[config.mk]
export PLATFORM = sky130hd
export DESIGN_NAME = rgb_luma_brightness_scaler_core
export DESIGN_NICKNAME = d
export VERILOG_FILES = /design/src/rtl/rlbs_pkg.sv /design/src/rtl/rgb_luma_brightness_scaler_core.sv /design/src/rtl/rlbs_luma_stage.sv /design/src/rtl/rlbs_scale_stage.sv /design/src/rtl/rlbs_div_cell.sv
export SDC_FILE = /design/constraint.sdc
export NUM_CORES = 2
export LEC_CHECK = 0
export ABC_AREA = 1
export BUFFER_PORTS_ARGS = -buffer_cell sky130_fd_sc_hd__buf_2
export CORE_AREA = 5 5 405 507
export DETAILED_ROUTE_END_ITERATION = 12
export DIE_AREA = 0 0 410 512
export SLEW_MARGIN = 20
export SYNTH_ARGS = -nofsm -noshare
export SYNTH_HDL_FRONTEND = slang
export SYNTH_SLANG_ARGS = --single-unit
[constraint.sdc]
create_clock -name clk -period 9.05 [get_ports clk]
set_input_delay 1.81 -clock clk [delete_from_list [all_inputs] [get_ports clk]]
set_output_delay 1.81 -clock clk [all_outputs]
set_load 0.01 [all_outputs]
[src/rtl/rlbs_pkg.sv]
// rlbs_pkg: shared constants, payload types and stage structs for the rgb luma scaler
// used by every module under rtl; no dependencies
`timescale 1ns / 1ps

package rlbs_pkg;

	// bt.601 luma weights in units of 1/1000 and the matching scale factor
	localparam int unsigned WGT_W     = 10;
	localparam logic [WGT_W-1:0] WGT_RED   = 10'd299;
	localparam logic [WGT_W-1:0] WGT_GREEN = 10'd587;
	localparam logic [WGT_W-1:0] WGT_BLUE  = 10'd114;
	localparam logic [WGT_W-1:0] LUMA_SCALE = 10'd1000;

	// channel layout: index 2 red, 1 green, 0 blue
	localparam int unsigned NUM_CH   = 3;
	localparam int unsigned CHAN_W   = 8;
	localparam int unsigned COLOR_W  = NUM_CH * CHAN_W;
	localparam logic [CHAN_W-1:0] CHAN_MAX = 8'hFF;

	// widths: c*level, luma*1000 (max 255000), dividend (max 65025000)
	localparam int unsigned PROD_W   = 2 * CHAN_W;
	localparam int unsigned LUMA_W   = 18;
	localparam int unsigned NUM_W    = 26;

	// one divider cell per quotient bit, plus one for the saturation bit
	localparam int unsigned NUM_CELLS = CHAN_W + 1;
	localparam int unsigned QUO_W     = NUM_CELLS;

	// pipeline registers before the output register: luma, scale, divider cells
	localparam int unsigned NUM_STG   = NUM_CELLS + 2;

	typedef logic [CHAN_W-1:0] chan_t;

	// first stage: luma and per-channel product of color and level
	typedef struct packed {
		logic [NUM_CH-1:0][PROD_W-1:0] prod;
		logic [LUMA_W-1:0]             luma;
	} luma_t;

	// state carried along the divider chain
	typedef struct packed {
		logic [NUM_CH-1:0][NUM_W-1:0] rem;
		logic [NUM_W-1:0]             dvsr;
		logic [NUM_CH-1:0][QUO_W-1:0] quo;
		logic                         black;
	} div_t;

endpackage

[src/rtl/rgb_luma_brightness_scaler_core.sv]
// rgb_luma_brightness_scaler_core: scales an rgb color to a target bt.601 luma
// path: luma stage, scale stage, divider cells, then the output register
// throughput: one request per cycle when no result stalls, through the 9-cell restoring divider chain
// every stage holds its item under back pressure; bubbles collapse, so the input
// keeps accepting while a result waits, up to 12 requests in flight
// reset: arst_n clears all valid flags at once; payload registers are not reset
`timescale 1ns / 1ps

module rgb_luma_brightness_scaler_core (
	input  logic                         clk,
	input  logic                         arst_n,
	input  logic                         pix_valid,
	output logic                         pix_stall,
	input  logic [rlbs_pkg::COLOR_W-1:0] packed_color,
	input  logic [rlbs_pkg::CHAN_W-1:0]  target_level,
	output logic                         res_valid,
	input  logic                         res_stall,
	output logic [rlbs_pkg::COLOR_W-1:0] scaled_color
);

	localparam int unsigned LAST = rlbs_pkg::NUM_STG - 1;

	logic [rlbs_pkg::NUM_STG-1:0] vld;
	logic [rlbs_pkg::NUM_STG:0]   ld;
	rlbs_pkg::luma_t              luma_s1;
	rlbs_pkg::div_t               chain [rlbs_pkg::NUM_CELLS+1];
	logic                         res_valid_q;
	logic [rlbs_pkg::COLOR_W-1:0] scaled_color_q;
	logic [rlbs_pkg::COLOR_W-1:0] result;

	// a stage loads when it is empty or its item moves on
	assign ld[rlbs_pkg::NUM_STG] = !res_valid_q || !res_stall;
	for (genvar k = 0; k < rlbs_pkg::NUM_STG; k++) begin : g_ld
		assign ld[k] = !vld[k] || ld[k+1];
	end

	assign pix_stall = !ld[0];

	// luma and products
	rlbs_luma_stage u_luma (
		.clk          (clk),
		.arst_n       (arst_n),
		.ld           (ld[0]),
		.vld_in       (pix_valid),
		.packed_color (packed_color),
		.target_level (target_level),
		.vld_s1       (vld[0]),
		.dat_s1       (luma_s1)
	);

	// dividends and divisor
	rlbs_scale_stage u_scale (
		.clk    (clk),
		.arst_n (arst_n),
		.ld     (ld[1]),
		.vld_in (vld[0]),
		.dat_in (luma_s1),
		.vld_s2 (vld[1]),
		.dat_s2 (chain[0])
	);

	// divider chain, saturation bit first
	for (genvar k = 0; k < rlbs_pkg::NUM_CELLS; k++) begin : g_div
		rlbs_div_cell u_div (
			.clk    (clk),
			.arst_n (arst_n),
			.ld     (ld[k+2]),
			.vld_in (vld[k+1]),
			.dat_in (chain[k]),
			.vld_q  (vld[k+2]),
			.dat_q  (chain[k+1])
		);
	end

	// clamp and repack
	always_comb begin
		for (int k = 0; k < rlbs_pkg::NUM_CH; k++) begin
			if (chain[rlbs_pkg::NUM_CELLS].black) begin
				result[k*rlbs_pkg::CHAN_W +: rlbs_pkg::CHAN_W] = '0;
			end else if (chain[rlbs_pkg::NUM_CELLS].quo[k][rlbs_pkg::QUO_W-1]) begin
				result[k*rlbs_pkg::CHAN_W +: rlbs_pkg::CHAN_W] = rlbs_pkg::CHAN_MAX;
			end else begin
				result[k*rlbs_pkg::CHAN_W +: rlbs_pkg::CHAN_W] =
					chain[rlbs_pkg::NUM_CELLS].quo[k][rlbs_pkg::CHAN_W-1:0];
			end
		end
	end

	// output register
	always_ff @(posedge clk or negedge arst_n) begin
		if (!arst_n) begin
			res_valid_q <= 1'b0;
		end else if (ld[rlbs_pkg::NUM_STG]) begin
			res_valid_q <= vld[LAST];
		end
	end

	always_ff @(posedge clk) begin
		if (ld[rlbs_pkg::NUM_STG] && vld[LAST]) begin
			scaled_color_q <= result;
		end
	end

	assign res_valid    = res_valid_q;
	assign scaled_color = scaled_color_q;

	// black input always leaves as black
	a_black_out: assert property (@(posedge clk) disable iff (!arst_n)
		ld[rlbs_pkg::NUM_STG] && vld[LAST] && chain[rlbs_pkg::NUM_CELLS].black
		|=> res_valid && (scaled_color == '0))
		else $error("black request did not produce a black result");

	// input back pressure only comes from a stalled result with a full pipeline
	a_stall_src: assert property (@(posedge clk) disable iff (!arst_n)
		pix_stall |-> res_valid && res_stall && (vld == '1))
		else $error("input stalled without a full, stalled pipeline");

	// a waiting result that gets taken is replaced by the last stage content
	a_refill: assert property (@(posedge clk) disable iff (!arst_n)
		res_valid && !res_stall |=> res_valid == $past(vld[LAST]))
		else $error("output register lost or invented a request");

endmodule

[src/rtl/rlbs_luma_stage.sv]
// rlbs_luma_stage: first pipeline stage, weighted luma sum and color times level products
// depends on rlbs_pkg
`timescale 1ns / 1ps

module rlbs_luma_stage (
	input  logic                          clk,
	input  logic                          arst_n,
	input  logic                          ld,
	input  logic                          vld_in,
	input  logic [rlbs_pkg::COLOR_W-1:0]  packed_color,
	input  logic [rlbs_pkg::CHAN_W-1:0]   target_level,
	output logic                          vld_s1,
	output rlbs_pkg::luma_t               dat_s1
);

	rlbs_pkg::luma_t              nxt;
	rlbs_pkg::chan_t [rlbs_pkg::NUM_CH-1:0] chan;

	// unpack channels, weighted luma and per-channel products
	always_comb begin
		for (int k = 0; k < rlbs_pkg::NUM_CH; k++) begin
			chan[k] = packed_color[k*rlbs_pkg::CHAN_W +: rlbs_pkg::CHAN_W];
			nxt.prod[k] = rlbs_pkg::PROD_W'(chan[k]) * rlbs_pkg::PROD_W'(target_level);
		end
		nxt.luma = rlbs_pkg::LUMA_W'(chan[2]) * rlbs_pkg::LUMA_W'(rlbs_pkg::WGT_RED)
			+ rlbs_pkg::LUMA_W'(chan[1]) * rlbs_pkg::LUMA_W'(rlbs_pkg::WGT_GREEN)
			+ rlbs_pkg::LUMA_W'(chan[0]) * rlbs_pkg::LUMA_W'(rlbs_pkg::WGT_BLUE);
	end

	// valid flag
	always_ff @(posedge clk or negedge arst_n) begin
		if (!arst_n) begin
			vld_s1 <= 1'b0;
		end else if (ld) begin
			vld_s1 <= vld_in;
		end
	end

	// payload
	always_ff @(posedge clk) begin
		if (ld && vld_in) begin
			dat_s1 <= nxt;
		end
	end

endmodule

[src/rtl/rlbs_scale_stage.sv]
// rlbs_scale_stage: second pipeline stage, builds dividends and the aligned divisor
// depends on rlbs_pkg
`timescale 1ns / 1ps

module rlbs_scale_stage (
	input  logic            clk,
	input  logic            arst_n,
	input  logic            ld,
	input  logic            vld_in,
	input  rlbs_pkg::luma_t dat_in,
	output logic            vld_s2,
	output rlbs_pkg::div_t  dat_s2
);

	rlbs_pkg::div_t nxt;

	// dividend = c*level*1000, divisor = luma aligned to the top quotient bit
	always_comb begin
		for (int k = 0; k < rlbs_pkg::NUM_CH; k++) begin
			nxt.rem[k] = rlbs_pkg::NUM_W'(dat_in.prod[k])
				* rlbs_pkg::NUM_W'(rlbs_pkg::LUMA_SCALE);
		end
		nxt.dvsr  = {dat_in.luma, (rlbs_pkg::QUO_W-1)'(0)};
		nxt.quo   = '0;
		nxt.black = (dat_in.luma == '0);
	end

	// valid flag
	always_ff @(posedge clk or negedge arst_n) begin
		if (!arst_n) begin
			vld_s2 <= 1'b0;
		end else if (ld) begin
			vld_s2 <= vld_in;
		end
	end

	// payload
	always_ff @(posedge clk) begin
		if (ld && vld_in) begin
			dat_s2 <= nxt;
		end
	end

endmodule

[src/rtl/rlbs_div_cell.sv]
// rlbs_div_cell: one restoring-division step for all three channels, one quotient bit
// depends on rlbs_pkg
`timescale 1ns / 1ps

module rlbs_div_cell (
	input  logic           clk,
	input  logic           arst_n,
	input  logic           ld,
	input  logic           vld_in,
	input  rlbs_pkg::div_t dat_in,
	output logic           vld_q,
	output rlbs_pkg::div_t dat_q
);

	rlbs_pkg::div_t              nxt;
	logic [rlbs_pkg::NUM_CH-1:0] ge;

	// compare and subtract, shift the quotient bit in, halve the divisor for the next cell
	always_comb begin
		for (int k = 0; k < rlbs_pkg::NUM_CH; k++) begin
			ge[k] = (dat_in.rem[k] >= dat_in.dvsr);
			nxt.rem[k] = ge[k] ? (dat_in.rem[k] - dat_in.dvsr) : dat_in.rem[k];
			nxt.quo[k] = {dat_in.quo[k][rlbs_pkg::QUO_W-2:0], ge[k]};
		end
		nxt.dvsr  = dat_in.dvsr >> 1;
		nxt.black = dat_in.black;
	end

	// valid flag
	always_ff @(posedge clk or negedge arst_n) begin
		if (!arst_n) begin
			vld_q <= 1'b0;
		end else if (ld) begin
			vld_q <= vld_in;
		end
	end

	// payload
	always_ff @(posedge clk) begin
		if (ld && vld_in) begin
			dat_q <= nxt;
		end
	end

endmodule
-- Word level (Yosys, flattened, before mapping)
Index checks and enable logic that the tools add are counted.
- register bits: 1102
- bits in latches: 0
- bits in writable memories: 0
- memory bits (read-only): 0
- bits of input ports: 36
- output and inout port bits: 26
- logic and storage cells: 221
- memories: 0
- $add $sub $neg: 26
- multipliers: 9
- div/mod/pow operators: 0
- $lt $le $gt $ge: 27
- equal/unequal tests: 0
- shift-type cells: 0
- multiplexer cells: 27
- bitwise logic cells: 0
- reductions and logical operators: 39
- operator list (cell ; number):
    $mux W26 ; 24
    $ge A26 B18 Y1 ; 3
    $ge A26 B19 Y1 ; 3
    $ge A26 B20 Y1 ; 3
    $ge A26 B21 Y1 ; 3
    $ge A26 B22 Y1 ; 3
    $ge A26 B23 Y1 ; 3
    $ge A26 B24 Y1 ; 3
    $ge A26 B25 Y1 ; 3
    $ge A26 B26 Y1 ; 3
    $sub A26 B19 Y26 ; 3
    $sub A26 B20 Y26 ; 3
    $sub A26 B21 Y26 ; 3
    $sub A26 B22 Y26 ; 3
    $sub A26 B23 Y26 ; 3
    $sub A26 B24 Y26 ; 3
    $sub A26 B25 Y26 ; 3
    $sub A26 B26 Y26 ; 3
    $mul A16 B7 Y23 const B ; 3
    $mul A8 B8 Y16 ; 3
    $mux W8 ; 3
    $add A17 B18 Y18 ; 1
    $add A18 B15 Y18 ; 1
    $logic_not A18 Y1 ; 1
    other kinds (6) ; 41

-- Logic depth before layout (Yosys ltp)
- depth in word-level cells: 14
- depth in mapped cells: 28

-- Cells and area by module
Synthesis repeated with hierarchy kept, for this count alone.
- cell total of the unflattened synthesis: 17491
- area, all modules: 126098.4 sq um
- by module, submodules not included (module ; instances ; cells each ; area each (sq um) ; seq. area each (sq um)):
    rlbs_div_cell at g_div[5].u_div ... ; 4 ; 1612 ; 11134.4 ; 3958.8
    rlbs_div_cell at g_div[0].u_div ... ; 2 ; 1609 ; 11111.9 ; 3958.8
    rlbs_luma_stage ; 1 ; 1576 ; 12856.1 ; 2006.9
    rlbs_scale_stage ; 1 ; 1323 ; 11994.0 ; 2667.6
    rlbs_div_cell at g_div[3].u_div ; 1 ; 1609 ; 11162.0 ; 3958.8
    rlbs_div_cell at g_div[2].u_div ; 1 ; 1607 ; 11116.9 ; 3958.8
    rlbs_div_cell at g_div[4].u_div ; 1 ; 1606 ; 11110.7 ; 3958.8
    rgb_luma_brightness_scaler_core ; 1 ; 104 ; 1097.3 ; 745.7

-- Worst setup path after synthesis
OpenSTA, ideal clock, no wires.
- kind: input port to flip-flop
- from: in res_stall
- to: reg g_div[7].u_div.dat_q[0] in the netlist's numbering, enable pin
- library setup time: 0.666 ns
- arrival time: 7.676 ns
- setup slack: 0.709 ns
- stages on the path: 3
- buffers on the path: 0
- cell sequence: nand2_1 > inv_1 > a31oi_1
- longest elaborated chain between the ends: 5
- ends and longest elaborated chain (what ; line ; text):
    from (decl) ; rgb_luma_brightness_scaler_core.sv:17 ; input logic res_stall,
    $logic_not A1 Y1 ; rgb_luma_brightness_scaler_core.sv:32 ; assign ld[rlbs_pkg::NUM_STG] = !res_valid_q || !res_stall;
    $logic_or A1 B1 Y1 ; rgb_luma_brightness_scaler_core.sv:32 ;
    $logic_or A1 B1 Y1 (2 in series) ; rgb_luma_brightness_scaler_core.sv:34 ; assign ld[k] = !vld[k] || ld[k+1];
    $logic_and A1 B1 Y1 ; rlbs_div_cell.sv:40 ; if (ld && vld_in) begin
    to (signal assigned) ; rlbs_div_cell.sv:41 ; dat_q <= nxt;
    to (decl) ; rlbs_div_cell.sv:12 ; output rlbs_pkg::div_t dat_q
No other way between the ends.
A chain may end at the register's enable or synchronous reset.

==> results.json <==
{
  "ys_async_sr_fraction_pct": 1.15,
  "first_iter_violations": 4122,
  "synth_seq_cells": 1039,
  "crit_path_arrival_time_ps": 7640,
  "syn2layout_area_growth_pct": 8.03,
  "boundary_pin_count": 62,
  "routed_wirelength_um": 300000,
  "h-tree-depth": 3,
  "first_global_vias": 76378,
  "post_route_cells_drive_above_1_share_pct": 3.74,
  "gp_congestion": 1.02,
  "clock_path_buffers": 3,
  "grt_pass1_wl_um": 447000,
  "post_synth_main_area_contributors": "edfxtp_1 (34%), nand2_1 (15%), ha_1 (12%)",
  "yosysSeqAreaShare_pct": 34.8,
  "fp.dieW_um": 410,
  "rsz0062_at_grt": "no",
  "cts.repair.resized": 0,
  "drcViolationCount": 0,
  "synth_flop_cell": "edfxtp_1",
  "min-delay-path-class": "reg2reg",
  "clock_sinks": 1039,
  "worst_setup_hold_path_clk_slew_ps": 60,
  "grt_antenna_before_repair": 7,
  "cts_buffers": 113,
  "core.rowCount": 184,
  "totalNegativeSetupSlack_ps": 0,
  "post-place-cells": 14024,
  "timing.slew.headroom_pct": 24.5,
  "timing.final.max_slew_violations": 0,
  "finalClockSkew_ps": 59.9,
  "coreArea_um2": 200000,
  "start_util_pct": 44.7,
  "post_cts_hold_buffer_count": 0,
  "ant_nets": 0,
  "synthesis.nets": 12711,
  "synth_enable_flop_cells": 1027,
  "clockRootBuffer": "clkbuf_16",
  "count_of_synthesis_stage_warnings_from_yosys": 0,
  "max_cap_viols": 0,
  "post-synth-top-area-fraction_pct": 34.5,
  "drt-vias-per-instance": 5.21,
  "routedWlPerCell_um": 21.0,
  "critical_path.startpoint_type": "input pin",
  "firstDrtPassIters": 8,
  "cp_data_required_time_ps": 9600,
  "run_status": "finished clean",
  "synthesized_netlist_cell_count": 11456,
  "chipHeight_um": 512,
  "number_of_nets_in_the_final_layout": 12790,
  "cpMaxStageDelayCell": "fa_1",
  "setup_viol": 0,
  "cp_common_cell": "inv_1",
  "synth_cell_types": 52,
  "groute.usage.overall_pct": 28.2,
  "grt-ovfl-total": 0,
  "maximum_number_of_pins_on_one_net_before_global_route_repair": 115,
  "post-cts-setup-buffer-count": 0,
  "cts_tree": "yes",
  "port_buffers": 61,
  "crit_path_max_incr_delay_ps": 550,
  "vias": 74241,
  "period_needed_ps": 7090,
  "fp.dieArea_um2": 210000,
  "worstSetupPathType": "in2reg",
  "critical_path_peak_fanout": 12,
  "tightestPinTransition_ps": 1130,
  "synth.avg_cell_area_um2": 7.81,
  "critical_path.endpoint_type": "register",
  "mappedNetlistArea_um2": 89500,
  "synthDominantAreaCellType": "edfxtp_1",
  "final_min_period_over_clock_period_pct": 78.3,
  "max_clock_freq_ghz": 0.141,
  "report.final.hold_viol_count": 0,
  "filler_cell_count": 19739,
  "clock_insertion_delay_worst_skew_ps": 800,
  "hpwl_um": 256000,
  "fin_cells": 14245
}
## through the flow
| stage | utilization (%) | setup slack (ps) | area (um2) | hold slack, ps |
|---|---|---|---|---|
| global placement | 46.3 | 985 | 92600 | 401 |
| floorplan | - | 709 | 89500 | 400 |
| global route | 48.3 | 1580 | 96700 | 419 |
| CTS | 48.3 | 1970 | 96600 | 417 |
| finish | 48.3 | 1960 | 96700 | 416 |
| detailed placement | 46.3 | 1140 | 92600 | 405 |
## kinds of logic after synthesis
kind of cell	synth area share, %
AOI/OAI and AO/OA	6.30
DFF	34.8
and+or+nand+nor	26.0
xor gates and xnor gates	3.16
buffers and inverters	9.59
adders and majority gates	20.1
## sequential cells by signal (all words and copies together), names as in the netlist
name,cells
res_valid,1
u_scale.vld_s2,1
u_luma.dat_s1,66
g_div.u_div.dat_q,849
scaled_color,24
u_luma.vld_s1,1
u_scale.dat_s2,88
g_div.u_div.vld_q,9
## worst max-delay path, delay by kind of cell
kind / cells / cell delay, ps
AO/OA/AOI/OAI: 4 / 860
XOR/XNOR: 1 / 200
adder cells (fa/ha/maj): 9 / 3520
buffers and inverters: 8 / 610
AND/OR/NAND/NOR: 7 / 620
## area by class of cell
cell class                 count  area [um2]  area share [%]
timing repair buffer          88         520           0.538
clock buffer                 138        3020            3.13
clock inverter                75        1040            1.08
inverter                    2086        7840            8.11
sequential                  1039       31100            32.2
antenna                        8        20.0          0.0207
tap                         2604        3260            3.37
multi-input combinational   8207       49800            51.5
## cells in the mapped netlist (31+ instances only)
| cell | number |
|---|---|
| nor2_1 | 805 |
| o21ai_0 | 322 |
| nor3_1 | 106 |
| xor2_1 | 216 |
| nand3b_1 | 82 |
| fa_1 | 366 |
| nand2_1 | 3675 |
| a21oi_1 | 547 |
| nand4_1 | 189 |
| o21ai_1 | 31 |
| edfxtp_1 | 1027 |
| xnor2_1 | 107 |
| inv_1 | 2044 |
| buf_2 | 44 |
| ha_1 | 853 |
| clkbuf_1 | 40 |
| o21bai_1 | 77 |
| nand3_1 | 641 |
| inv_2 | 38 |
## layer usage
| layer | track usage [%] | up-vias | share of wire (%) | wire length (um) |
|---|---|---|---|---|
| met1 | 24.5 | 34464 | 31 | 93400 |
| met2 | 54.5 | 1910 | 53 | 158000 |
| li1 | - | 36955 | - | - |
| met4 | 28.2 | 2 | 13 | 38900 |
| met3 | 2.95 | 910 | 3.1 | 9220 |
| met5 | 0 | - | 0.0043 | 13 |
## cells in the final DEF, fill, tap and decap left out, types with 61 or more instances in the layout
cell type  netlist  final
nand3b_1        82     82
inv_1         2044   2039
xor2_1         216    216
nor3_1         106    106
nand2_1       3675   3675
nand4_1        189    189
xnor2_1        107    107
o21ai_0        322    322
nand3_1        641    641
a21oi_1        547    547
buf_2           44     61
nor2_1         805    799
ha_1           853    853
o21bai_1        77     77
edfxtp_1      1027   1027
clkbuf_16        0    115
fa_1           366    366
## worst paths after layout
check / startpoint / to / slack, ps / depth (start not counted)
worst max-delay path: packed_color[0] / u_luma.dat_s1[17]$_DFFE_PP_ / 1960 / 29
worst min-delay path: g_div[5].u_div.dat_q[15]$_DFFE_PP_ / g_div[6].u_div.dat_q[16]$_DFFE_PP_ / 420 / 0
worst max register to register: u_luma.dat_s1[51]$_DFFE_PP_ / u_scale.dat_s2[128]$_DFFE_PP_ / 4300 / 15
worst min register to register: g_div[5].u_div.dat_q[15]$_DFFE_PP_ / g_div[6].u_div.dat_q[16]$_DFFE_PP_ / 420 / 0
max in group asynchronous: arst_n / res_valid$_DFFE_PN0P_ / 7910 / 1
min in group asynchronous: arst_n / u_scale.vld_s2$_DFFE_PN0P_ / 900 / 1
Power is not shown: default switching activity piles up to over one toggle a cycle in this logic, so the estimate is an artifact.
